===== config.mk =====
export PLATFORM = sky130hd
export DESIGN_NAME = sgd_queue
export DESIGN_NICKNAME = d
export VERILOG_FILES = /design/src/hw/rtl/sgd_pkg.sv /design/src/hw/rtl/sgd_queue.sv
export SDC_FILE = /design/constraint.sdc
export NUM_CORES = 1
export LEC_CHECK = 0
export ABC_AREA = 1
export BUFFER_PORTS_ARGS = -buffer_cell sky130_fd_sc_hd__buf_2
export CELL_PAD_IN_SITES_DETAIL_PLACEMENT = 1
export CELL_PAD_IN_SITES_GLOBAL_PLACEMENT = 2
export CORE_ASPECT_RATIO = 0.9
export CORE_MARGIN = 3
export CORE_UTILIZATION = 37
export DETAILED_ROUTE_END_ITERATION = 10
export PLACE_DENSITY_LB_ADDON = 0.2
export SKIP_CTS_REPAIR_TIMING = 1
export SLEW_MARGIN = 10
export SYNTH_ARGS = -nofsm -noshare
export SYNTH_HDL_FRONTEND = slang
export SYNTH_SLANG_ARGS = --single-unit

===== constraint.sdc =====
create_clock -name clk -period 5.5 [get_ports clk]
set_input_delay 0.55 -clock clk [delete_from_list [all_inputs] [get_ports clk]]
set_output_delay 0.55 -clock clk [all_outputs]
set_load 0.1 [all_outputs]

===== src/hw/rtl/sgd_pkg.sv =====
// ----------------------------------------------------------------------------
// sgd_pkg: shared constants and types for the Sobel gradient/direction block
// Line geometry, direction thresholds and the front-to-back request type.
// ----------------------------------------------------------------------------
package sgd_pkg;

	localparam int LineWidth = 2048;
	localparam int ColW      = $clog2(LineWidth + 1);
	localparam int AddrW     = $clog2(LineWidth);

	localparam logic signed [15:0] QNegHi = -16'sd618;
	localparam logic signed [15:0] QNegLo = -16'sd106;
	localparam logic signed [15:0] QPosLo = 16'sd106;
	localparam logic signed [15:0] QPosHi = 16'sd618;
	localparam logic [8:0] MagMax = 9'd255;

	localparam logic [1:0] DirFlat  = 2'd0;
	localparam logic [1:0] DirPos   = 2'd1;
	localparam logic [1:0] DirSteep = 2'd2;
	localparam logic [1:0] DirNeg   = 2'd3;

	// Request handed from the front end to the compute back end.
	typedef struct packed {
		logic [31:0]     word;
		logic            compute;
		logic signed [11:0] gx;
		logic signed [11:0] gy;
		logic [1:0]      side;
	} sgd_req_t;

endpackage


===== src/hw/rtl/sgd_queue.sv =====
// ----------------------------------------------------------------------------
// sgd_queue: two-entry request queue between front and back end
// Lets either side stall without holding up the other.
// ----------------------------------------------------------------------------
module sgd_queue import sgd_pkg::*; (
	input  logic     clk,
	input  logic     arst_n,
	input  logic     wr_valid,
	output logic     wr_stall,
	input  sgd_req_t wr_data,
	output logic     rd_valid,
	input  logic     rd_stall,
	output sgd_req_t rd_data
);

	sgd_req_t   ent_q [2];
	logic       wp_q, rp_q;
	logic [1:0] cnt_q;
	logic       push, pop;

	assign wr_stall = (cnt_q == 2'd2);
	assign rd_valid = (cnt_q != 2'd0);
	assign rd_data  = ent_q[rp_q];
	assign push = wr_valid && !wr_stall;
	assign pop  = rd_valid && !rd_stall;

	// Store entry
	always_ff @(posedge clk) begin
		if (push) begin
			ent_q[wp_q] <= wr_data;
		end
	end

	// Advance pointers and count
	always_ff @(posedge clk or negedge arst_n) begin
		if (!arst_n) begin
			wp_q  <= 1'b0;
			rp_q  <= 1'b0;
			cnt_q <= '0;
		end else begin
			if (push) wp_q <= ~wp_q;
			if (pop)  rp_q <= ~rp_q;
			cnt_q <= cnt_q + 2'(push) - 2'(pop);
		end
	end

endmodule


# == After elaboration in Yosys (flattened, before gate mapping) ==
# Memories as Yosys holds them, arrays and structs flattened.
# Cells that the tools add are included.
# word_totals
reg_bits,4
ramBits,118
in_bits,63
output_inout_bits,61
wordCells,16
memories,1
# classes
add_sub_neg,2
eq_ne,1
muxes,2
bitwise_logic,2
reduce_logical,5
# memory_table
name,depth,width,rd,rd_ports_with_merged_regs,wr,line_no,source
ent_q,2,59,1,0,1,sgd_queue.sv:16,sgd_req_t ent_q [2];
# ops
cell,count
2-bit by 1-bit adder with 2-bit output,1
2-bit equality test (second input constant),1
1-bit logical AND,2
1-bit zero test,2
1-bit 2-to-1 mux,2
1-bit NOT,2
2-bit nonzero test,1
2-bit by 1-bit subtractor with 2-bit output,1

# == Longest topological paths before layout ==
# depth
word_depth,5
mapped_depth,10
ltp_nobuf,10

# == Worst setup path after synthesis ==
# OpenSTA, ideal clock, no wires.
# synth_timing
path_kind,input-to-reg
start,input wr_valid
end,"memory ent_q[1][0] (netlist name), enable pin"
setup_time_ns,0.476
t_arrival_ns,3.102
t_required_ns,5.024
slack_ns,1.922
stages,2
path_buffers,0
path_cell_list,nand2_1 nor2_1
# synth_between
elab_chain_len,3
# synth_rtl
item,line_no,source
from (decl),sgd_queue.sv:8,"input logic wr_valid,"
1-bit logical AND,sgd_queue.sv:24,assign push = wr_valid && !wr_stall;
1-bit 2-to-1 mux,sgd_queue.sv:29,if (push) begin
1-bit 2-to-1 mux (implied by the code),sgd_queue.sv:30,ent_q[wp_q] <= wr_data;
to (decl),sgd_queue.sv:16,
# Every way passes these cells.

==> impl_metrics.json <==
{
  "pin_count": 124,
  "grt_pass1_vias": 3207,
  "syn_area_um2": 4573,
  "fp.dieH_um": 111.5,
  "setup_viol": 0,
  "avgRoutedWirePerCell_um": 15.73,
  "drive_gt1_frac": 0.3162,
  "ys_types": 10,
  "area_delta_synth_final_pct": 27.77,
  "worstSetupPathType": "register to primary output",
  "placed_area_um2": 5291,
  "vias": 2950,
  "gp_congestion": 0.7004,
  "min_period_over_period": 0.5156,
  "numCtsBuffers": 17,
  "die-area_um2": 13730,
  "drt_iter0_markers": 174,
  "final_nets": 540,
  "fin_util": 0.4969,
  "setup-tns-final_ns": 0,
  "hold_viol": 0,
  "core.rowCount": 37,
  "grt_usage": 0.1554,
  "rsz0062_at_grt": "no",
  "fin_skew_ns": 0.009207,
  "path_max_fanout": 60,
  "htree_levels": 4,
  "insertion_delay_ns": 0.40,
  "overflow": 0,
  "cp_data_required_time_ns": 4.95,
  "io_buffers": 123,
  "synth_top_area_frac": 0.7748,
  "fin_crit_ns": 2.836,
  "initial_core_util": 0.3889,
  "outcome": "finished clean",
  "rrSetupSlack_ns": 3.67,
  "hp-class": "input pin to register",
  "max_slew_margin": 0.4365,
  "ant_nets": 0,
  "path_clk_slew_ns": 0.05,
  "first_pass_iters": 7,
  "maxCapViolations": 0,
  "root_buffer": "clkbuf_16",
  "fmax_mhz": 352.6,
  "synthTopCellsByArea": "edfxtp_1 77%, nand2_1 16%, dfrtp_1 2.2%, buf_6 1.7%, buf_4 0.98%",
  "grt_pass1_wl_um": 15970,
  "synth-seq-area-share": 0.7967,
  "synth_area_leader_cell": "edfxtp_1",
  "synth_nets": 407,
  "postSynthCellCount": 342,
  "yosysWarningCount": 0,
  "cts.sinks": 122,
  "startpoint_type": "register",
  "die_w_um": 123.2,
  "fin_area_um2": 5843,
  "critPathArrivalTime_ns": 2.29,
  "clockBufferDepth": 2,
  "core_area_um2": 11760,
  "cts_tree": "built",
  "worstMarginPinSlew_ns": 0.8453,
  "drc_errors": 0,
  "antennaDiodeCount": 0,
  "worst_setup_path_end_kind": "primary output",
  "synth_seq_cells": 122,
  "grt_max_degree": 61,
  "drv_slew": 0,
  "synth.avg_cell_area_um2": 13.37,
  "wl_um": 10120,
  "dpl.hpwl_um": 6326,
  "via_per_inst": 4.588,
  "antenna_found_initial": 2
}
[cell families (layout without fill, tap and decap cells)]
group,after synthesis,in the layout,synth area share
fa+ha+maj,2,2,0.005471
buf+inv,24,169,0.03776
flops,122,122,0.7967
simple gates,194,194,0.1601
[state kept, by name (all words and copies together) (netlist names)]
name   count
wp_q       1
ent_q    118
rp_q       1
cnt_q      2
[worst max-delay path: stages (launching register included)]
cell and delay, ns:
dfrtp_2 0.50, buf_4 0.34, inv_8 0.37, nand2_1 0.10
nand2_1 0.11, buf_2 0.43
[cells in the mapped netlist (all sizes together)]
cell type	instances
buf	13
dfrtp	4
edfxtp	118
ha	2
inv	11
nand2	190
nand3	3
nor2	1
[path summary, 6_finish.rpt]
path	start	end	cells after the start
setup / recovery	rp_q	rd_data[19]	5
min in group asynchronous	arst_n	cnt_q[0]	2
setup reg to reg	cnt_q[1]	ent_q[1][4]	4
max in group asynchronous	arst_n	rp_q	2
hold reg to reg	wp_q	wp_q	2
hold / removal	wr_data[45]	ent_q[1][45]	1
[final cells by class]
type | instances | area [um^2]
well taps | 156 | 195.2
clock buffers | 20 | 436.7
repair buffers | 127 | 648.1
clock inverters | 11 | 105.1
multi-input cells | 196 | 764.5
fillers | 1270 | 5916
flip-flops and latches | 122 | 3645
inverters | 11 | 48.80
[cells in the final DEF (no fill, tap or decap), types with 2 or more instances in the layout]
cell          n
clkbuf_1      3
buf_2       123
clkinvlp_4    2
edfxtp_1    118
clkbuf_16    17
nand3_1       3
bufinv_16     2
nand2_1     190
clkinv_2      3
clkinv_1      4
dfrtp_1       3
inv_1         9
buf_4         3
ha_1          2
[stage by stage]
stage	hold WS (ns)	worst slack (ns)	std cells
after floorplan	0.2544	1.922	342
after global placement	0.3635	3.032	611
after detailed placement	0.3650	3.047	611
after CTS	-0.06910	2.584	642
after global routing	0.3050	2.435	643
final	0.3315	2.664	643
[layer usage]
metal  global-route usage  vias up  routed length [um]
met5                    0        -                  20
met4              0.04871        4                  95
met3              0.05942       13                 749
li1                     -     1411                   -
met1               0.1805     1419                4100
met2               0.2645      103                5151
Power is not shown: default switching activity piles up to over one toggle a cycle in this logic, so the estimate is an artifact.
