===== src/hw/rtl/sgd_pkg.sv =====
// ----------------------------------------------------------------------------
// sgd_pkg: shared constants and types for the Sobel gradient/direction block
// Line geometry, direction thresholds and the front-to-back request type.
// ----------------------------------------------------------------------------
package sgd_pkg;

	localparam int LineWidth = 2048;
	localparam int ColW      = $clog2(LineWidth + 1);
	localparam int AddrW     = $clog2(LineWidth);

	localparam logic signed [15:0] QNegHi = -16'sd618;
	localparam logic signed [15:0] QNegLo = -16'sd106;
	localparam logic signed [15:0] QPosLo = 16'sd106;
	localparam logic signed [15:0] QPosHi = 16'sd618;
	localparam logic [8:0] MagMax = 9'd255;

	localparam logic [1:0] DirFlat  = 2'd0;
	localparam logic [1:0] DirPos   = 2'd1;
	localparam logic [1:0] DirSteep = 2'd2;
	localparam logic [1:0] DirNeg   = 2'd3;

	// Request handed from the front end to the compute back end.
	typedef struct packed {
		logic [31:0]     word;
		logic            compute;
		logic signed [11:0] gx;
		logic signed [11:0] gy;
		logic [1:0]      side;
	} sgd_req_t;

endpackage


===== src/hw/rtl/sgd_back.sv =====
// ----------------------------------------------------------------------------
// sgd_back: magnitude and direction from gx and gy
// Classifies (gy*256)/gx by cross-multiplying against the thresholds.
// ----------------------------------------------------------------------------
module sgd_back import sgd_pkg::*; (
	input  logic        clk,
	input  logic        arst_n,
	input  logic        req_valid,
	output logic        req_stall,
	input  sgd_req_t    req,
	output logic        valid,
	input  logic        stall,
	output logic [31:0] result_word,
	output logic        frame_start_out,
	output logic        line_end_out
);

	// Stage 1: magnitude, and |q| class via |gy|*256 vs T*|gx| (+ sign)
	logic        v_s1;
	logic [31:0] word_s1;
	logic        comp_s1;
	logic [1:0]  side_s1;
	logic [7:0]  mag_s1;
	logic [1:0]  dir_s1;
	logic        out_v_q;
	logic [31:0] res_q;
	logic [1:0]  side_q;

	logic [11:0] ax, ay;
	logic [12:0] msum;
	logic [19:0] num;
	logic        neg;
	logic [21:0] t_lo, t_hi;
	logic        le_lo, ge_hi;
	logic [1:0]  dir_c;
	logic        adv;

	assign ax   = req.gx[11] ? 12'(-req.gx) : req.gx;
	assign ay   = req.gy[11] ? 12'(-req.gy) : req.gy;
	assign msum = 13'(ax) + 13'(ay);
	assign num  = {ay, 8'd0};
	assign neg  = req.gx[11] ^ req.gy[11];
	// Bounds are one step tighter on the negative side: -106 is inside the
	// negative band, -618 in the steep band; 106 and 618 inside the flat and positive bands.
	// Truncated |q| <= T  <=>  |num| < (T+1)*|ax|
	assign t_lo = 22'(ax) * (neg ? 22'(-QNegLo) : 22'(QPosLo + 16'sd1));
	assign t_hi = 22'(ax) * (neg ? 22'(-QNegHi) : 22'(QPosHi + 16'sd1));
	assign le_lo = 22'(num) < t_lo;
	assign ge_hi = 22'(num) >= t_hi;

	always_comb begin
		if (req.gx == 12'sd0) begin
			dir_c = DirSteep;
		end else if (le_lo) begin
			dir_c = DirFlat;
		end else if (ge_hi) begin
			dir_c = DirSteep;
		end else if (neg) begin
			dir_c = DirNeg;
		end else begin
			dir_c = DirPos;
		end
	end

	assign adv = !out_v_q || !stall;
	assign req_stall = v_s1 && !adv;

	// Register stage 1
	always_ff @(posedge clk or negedge arst_n) begin
		if (!arst_n) begin
			v_s1 <= 1'b0;
		end else if (!req_stall) begin
			v_s1 <= req_valid;
		end
	end

	always_ff @(posedge clk) begin
		if (!req_stall && req_valid) begin
			word_s1 <= req.word;
			comp_s1 <= req.compute;
			side_s1 <= req.side;
			mag_s1  <= (msum > 13'(MagMax)) ? 8'd255 : msum[7:0];
			dir_s1  <= dir_c;
		end
	end

	// Output register
	always_ff @(posedge clk or negedge arst_n) begin
		if (!arst_n) begin
			out_v_q <= 1'b0;
		end else if (adv) begin
			out_v_q <= v_s1;
		end
	end

	always_ff @(posedge clk) begin
		if (adv && v_s1) begin
			res_q  <= comp_s1 ? {6'd0, dir_s1, mag_s1, mag_s1, mag_s1} : word_s1;
			side_q <= side_s1;
		end
	end

	assign valid           = out_v_q;
	assign result_word     = res_q;
	assign frame_start_out = side_q[0];
	assign line_end_out    = side_q[1];

endmodule


===== config.mk =====
export PLATFORM = sky130hd
export DESIGN_NAME = sgd_back
export DESIGN_NICKNAME = d
export VERILOG_FILES = /design/src/hw/rtl/sgd_pkg.sv /design/src/hw/rtl/sgd_back.sv
export SDC_FILE = /design/constraint.sdc
export NUM_CORES = 1
export LEC_CHECK = 0
export BUFFER_PORTS_ARGS = -buffer_cell sky130_fd_sc_hd__buf_2
export CAP_MARGIN = 20
export CORE_UTILIZATION = 55
export DETAILED_ROUTE_END_ITERATION = 7
export HOLD_SLACK_MARGIN = 0.15
export PLACE_DENSITY = 0.79
export SETUP_SLACK_MARGIN = 0.2
export SYNTH_ARGS = -nofsm -noshare
export SYNTH_HDL_FRONTEND = slang
export SYNTH_SLANG_ARGS = --single-unit

===== constraint.sdc =====
create_clock -name clk -period 3.14 [get_ports clk]
set_clock_uncertainty 0.1 [all_clocks]
set_input_delay 0.628 -clock clk [delete_from_list [all_inputs] [get_ports clk]]
set_output_delay 0.628 -clock clk [all_outputs]
set_load 0.02 [all_outputs]

# [Word level (Yosys, flattened, before mapping)]
# Index checks and enable logic that the tools add are counted.
# W data, S select, Z words.
[word_totals] elab_cells=38 output_inout_bits=36 register_bits=81 in_bits=63
[classes] n_bitwise=1 muxes=8 mul=2 n_addsub=3 n_reduce_logical=10 order_cmp=3
[ops] cell="$mux W26" count=1
[ops] cell="$mux W12" count=2
[ops] cell="$neg A12 Y12" count=2
[ops] cell="$ge A20 B22 Y1" count=1
[ops] cell="$mul A12 B10 Y22" count=1
[ops] cell="$lt A20 B19 Y1" count=1
[ops] cell="$mul A12 B7 Y19" count=1
[ops] cell="$add A12 B12 Y13" count=1
[ops] cell="$gt A13 B8 Y1 const B" count=1
[ops] cell="$logic_not A12 Y1" count=1
[ops] cell="$mux W2" count=3
[ops] cell="$logic_not A1 Y1" count=4
[ops] cell="$logic_and A1 B1 Y1" count=3
[ops] cell="$reduce_or A3 Y1" count=1
[ops] cell="$mux W1" count=2
[ops] cell="$logic_or A1 B1 Y1" count=1
[ops] cell="$xor A1 B1 Y1" count=1

# [Depth between registers and ports, before layout]
[logic_depth] word_depth=6 mapped_depth=32 mapped_depth_nobuf=32

# [Worst setup path after synthesis]
# Ideal clock, no wire load.
[synth_path] path_kind="input-to-reg" from="input port req[15] in the netlist's numbering" to="register dir_s1[1], data pin" setup_time_ps=272 slack_ps=-4727 n_path_buf=0 t_required_ps=2768 arrival_ps=7496 path_stages=30 path_cell_list="or2_1 or4b_2 o41ai_1 xnor2_1 ha_1 fa_1 inv_1 fa_1 inv_1 fa_1 inv_1 fa_1 inv_1 ha_1 nand2_1 o21ai_0 a22o_1 a31o_2 o21ai_0 nand2b_1 xnor2_1 ha_1 a21o_1 a21o_1 a21o_1 a21o_1 a221oi_1 a221oi_1 o2111ai_1 o211ai_1"
[synth_via] elab_chain_cells=6 word_cells_on_any_way=9 classes_between="1 x add/sub; 2 x mul; 2 x order compare; 3 x mux; 1 x reduce/logical"
[synth_lines] item="start, declared" line_no="sgd_back.sv:10" source="input sgd_req_t req,"
[synth_lines] item="$neg A12 Y12" line_no="sgd_back.sv:38" source="assign ax = req.gx[11] ? 12'(-req.gx) : req.gx;"
[synth_lines] item="$mux W12" line_no="sgd_back.sv:38"
[synth_lines] item="$mul A12 B10 Y22" line_no="sgd_back.sv:47" source="assign t_hi = 22'(ax) * (neg ? 22'(-QNegHi) : 22'(QPosHi + 16'sd1));"
[synth_lines] item="$ge A20 B22 Y1" line_no="sgd_back.sv:49" source="assign ge_hi = 22'(num) >= t_hi;"
[synth_lines] item="$mux W2" line_no="sgd_back.sv:56" source="end else if (ge_hi) begin"
[synth_lines] item="$mux W2" line_no="sgd_back.sv:54" source="end else if (le_lo) begin"
[synth_lines] item="end signal, assigned" line_no="sgd_back.sv:83" source="dir_s1 <= dir_c;"
[synth_lines] item="end, declared" line_no="sgd_back.sv:24" source="logic [1:0] dir_s1;"
# Several ways; a longest one is shown, not always the timed one.
# A chain may end at the register's enable or synchronous reset.

# [Final worst setup path]
[layout_path] from="input port req[14] in the netlist's numbering" to="register dir_s1[0], data pin"
[layout_via] elab_chain_cells=5 word_cells_on_any_way=8 classes_between="1 x add/sub; 2 x mul; 2 x order compare; 1 x mux; 2 x reduce/logical"
[layout_lines] item="$neg A12 Y12" line_no="sgd_back.sv:38"
[layout_lines] item="$mux W12" line_no="sgd_back.sv:38"
[layout_lines] item="$mul A12 B10 Y22 / $mul A12 B7 Y19 (equally long branches)" line_no="sgd_back.sv:47, sgd_back.sv:46"
[layout_lines] item="$ge A20 B22 Y1 / $lt A20 B19 Y1 (equally long branches)" line_no="sgd_back.sv:49, sgd_back.sv:48"
[layout_lines] item="$reduce_or A3 Y1 (no line) *"
# Mark *: on every way between the ends. The rest lies on a longest branch, timed or not.

==> summary by stage <==
Outcome
The flow ran to the end, but the final reports show violations. The final reports fail on negative setup slack.

Logic synthesis
In the synthesized netlist the async set-or-reset flop fraction comes to 0.0247. Yosys attributes the largest share of cell area to edfxtp_1 29%, ha_1 22%, fa_1 14%, inv_1 7.3%, xnor2_1 3.6%. The biggest area contributor in the post-synthesis netlist is edfxtp_1. The synthesized design contains a little over 80 register bits. For this run, the register share of the synthesized area comes to 0.296. The dominant register cell in the synthesized netlist is edfxtp_1. Yosys mapped a number of flops with a built-in enable equal to between 70 and 80. The number of instances in the synthesized netlist is around 800. The number of nets handed over by synthesis was between 1000 and 1500. Of the post-synthesis cell area, the dominant cell type holds 0.289.

Yosys printed 0 warnings. The number of distinct library cells after synthesis is 58. The mean instance size in the synthesized netlist is between 10 and 15 um^2.

The total standard cell area after synthesis is roughly 8200 um^2.

Drt
The final wirelength is approximately 22 mm. The final routed wire length divided by cell count is between 15 and 20 um. The remaining antenna violation count is 0. The detailed router finished its first iteration with around 410 violations. The routed layout has roughly 6900 vias. The first TritonRoute pass finished after 5 iterations. The via-per-instance ratio is 5.41. The remaining routing DRC violations is 0.

STA
The number of hold violations in the final report is 0. The routed design could run at a clock period as short as about 7300 ps. Setup repair after global routing could not meet its margin everywhere. The highest attainable clock frequency is 0.136 GHz.

Across all setup checks in the final design, the least slack found is -4190 ps. The number of max-slew violations in the final report is 0. The final count of negative-setup-slack endpoints is 10. The worst slew slack as a fraction of its limit is 0.564. Of the available clock period, the critical path in the final layout requires 2.33. The final-layout worst hold slack is ~330 ps.

For the pin with the worst max-slew slack, the measured transition is 646 ps.

Place
The HPWL after detailed placement is 16.9 mm. The pre-CTS worst setup slack is -4460 ps. In this run the tool buffered the top-level ports with between 90 and 100 buffer cells. The routability congestion estimate is 0.936. In this run the cell area measured after placement is slightly above 10000 um^2.

Critical path
The endpoint class of the critical path is a flop. The highest net fanout along the worst path is 3. The largest individual stage delay along the critical path comes from the cell or4b_4.

The startpoint-to-endpoint class of the critical path is in -> reg. The element type at the critical path start is a primary input. In this run the register-to-register setup slack is ~1500 ps. The critical path required time is around 3100 ps. The worst register-to-register path ends at word_s1[29].

In this design, the stage delay of the slowest critical-path cell is between 500 and 600 ps. The start of the worst register-to-register path is valid. The critical path data arrival time is around 7300 ps.

On the critical path the largest part of the delay comes from adder cells. The buffer and inverter count on the worst path is 6. The depth of the worst register-to-register path is 3.

Pwr
For this design the ratio of total power to cell area is about 1100 nW/um^2. VDD sags by at most 760 uV. The static leakage is ~5.6 nW.

Global routing
The total global routing overflow is 0. The global routing usage on met3 is 0.0311. Entering global routing, the biggest net connects 46 pins.

The number of global-route vias before repair is roughly 7100. In the global route stage, overall resource usage came out at 0.293. The global routing usage on met2 is 0.546. The initial antenna violation count is 0.

The first global-routing pass estimated between 30 and 40 mm of wire. The peak-usage layer in the global routing report is met2. The met1 capacity usage during global routing is 0.330.

CTS
The cell chosen for the clock root is clkbuf_16. The number of clock sinks seen by CTS is 81. The clock passes through at most 2 buffers. The H-tree was split into 3 levels. The CTS tree is done.

The later pin in the worst-skew pair is clocked with a latency of between 300 and 400 ps. The clock transition at the registers of the reported paths is 70 ps. In this run, CTS created clock tree buffers numbering 9.

Worst hold path
Counting instances, the worst hold path has a depth of 0. The classification of the worst-slack hold path is reg -> reg. The end of the worst hold path is side_q[0].

In this run the most critical hold path is launched from side_s1[0].

Floorplanning
The height of the die is around 120 um. In this run the horizontal extent of the chip is roughly 120 um. The die covers ~15000 um^2.

99 I/O pins were placed. In this run the standard cell core region covers 14500 um^2. The starting utilization of the core area is 0.564. The number of standard-cell rows in the floorplan is 44.

Cells and area
The number of nets in the finished design is 1350. The count of inserted antenna diode cells is 0. The fraction of final layout cells sized beyond drive strength 1 is 0.356. The register area is 2420 um^2. The post-route cell area is 11100 um^2.

Fill cells in the final layout number 960. Compared with the post-synthesis result, the final layout area differs by 34.8%. Summing all multi-input logic gate instances after layout gives between 5000 and 6000 um^2.

Flow run
Across the run, the number of max-cap violations was 0.
==> worst reg2reg max path: stages (launching register included) <==
cell     delay [ps]
dfrtp_1         430
nand3_1         150
and2_2          150
buf_4           460
==> cells in the mapped netlist (all sizes together), types with 6 or more instances <==
cell,instances
inv,161
ha,142
edfxtp,79
fa,56
nand2,43
o21ai,43
a21oi,34
xnor2,34
xor2,24
nor2,20
a21o,18
nor2b,10
clkbuf,8
nor3,8
a211oi,7
nand2b,7
nand3,7
o21a,7
o21bai,7
and2,6
==> cell families (layout without fill, tap and decap cells) <==
| group | after synthesis | in the layout | synth area share |
|---|---|---|---|
| buffers and inverters | 169 | 471 | 0.0774 |
| adder cells (fa/ha/maj) | 200 | 200 | 0.356 |
| AO/OA/AOI/OAI | 151 | 151 | 0.123 |
| flip-flops | 81 | 81 | 0.296 |
| AND/OR/NAND/NOR | 131 | 131 | 0.0818 |
| XOR/XNOR | 58 | 58 | 0.0638 |
| multiplexers | 2 | 2 | 0.00275 |
==> layout make-up <==
cell class,instances,share of cell area
repair buffers,294,0.182
clock buffers,9,0.0204
clock inverters,7,0.00430
multi-input cells,542,0.498
inverters,161,0.0551
well taps,184,0.0208
flip-flops and latches,81,0.219
==> worst max-delay path by stage <==
stage | end | cells after the start | startpoint | slack (ps)
after global routing | dir_s1[0] | 33 | req[14] | -4410
after detailed placement | dir_s1[1] | 31 | req[14] | -4460
after floorplan | dir_s1[1] | 30 | req[14] | -4140
after global placement | dir_s1[1] | 31 | req[14] | -4340
final | dir_s1[0] | 32 | req[14] | -4190
after CTS | dir_s1[1] | 31 | req[14] | -4040
==> power breakdown <==
group	switching (mW)	leakage, nW	internal [mW]	total [mW]
combinational	5.04	4.75	4.88	9.92
clock	0.416	0.131	0.533	0.949
sequential	0.0309	0.755	1.31	1.34
total	5.48	5.64	6.72	12.2
==> sequential cells by signal (all words and copies together), names as in the netlist <==
register,flops
result_word,32
word_s1,32
mag_s1,8
dir_s1,2
side_q,2
side_s1,2
comp_s1,1
v_s1,1
valid,1
==> layout by cell type (no fill, tap or decap), types with 10 or more instances in the layout <==
cell type / n
buf_2: 96
inv_1: 150
nand2_1: 36
o21ai_0: 37
buf_4: 189
a21oi_1: 25
edfxtp_1: 79
a21o_1: 18
nor2b_1: 10
xor2_1: 21
fa_1: 55
nor2_1: 18
xnor2_1: 30
ha_1: 135
==> timing repair <==
action | CTS | global route
setup endpoints to repair | 10 | 10
setup buffers | 10 | 3
hold buffers | 1 | 0
pin swaps | 41 | 43
gates resized for setup | 36 | 26
endpoints found under the hold margin | 2 | 0
==> routing by layer <==
| layer | part of all wire | routed length (um) |
|---|---|---|
| met5 | 0 | 0 |
| met4 | 0.043 | 940 |
| met3 | 0.051 | 1110 |
| met2 | 0.51 | 11300 |
| met1 | 0.39 | 8570 |
==> per-stage QoR <==
step | total power [mW] | utilization | std cells | TNS, ps
3_5_place_dp | 10.6 | 0.715 | 1248 | -15360
2_1_floorplan | 7.41 | - | 792 | -13000
5_1_grt | 13.3 | 0.760 | 1278 | -12640
3_3_place_gp | 10.3 | 0.715 | 1248 | -14540
4_1_cts | 11.7 | 0.750 | 1275 | -11360
6_report | 12.2 | 0.760 | 1278 | -11690
No activity file was read; power rests on OpenSTA's default activity.
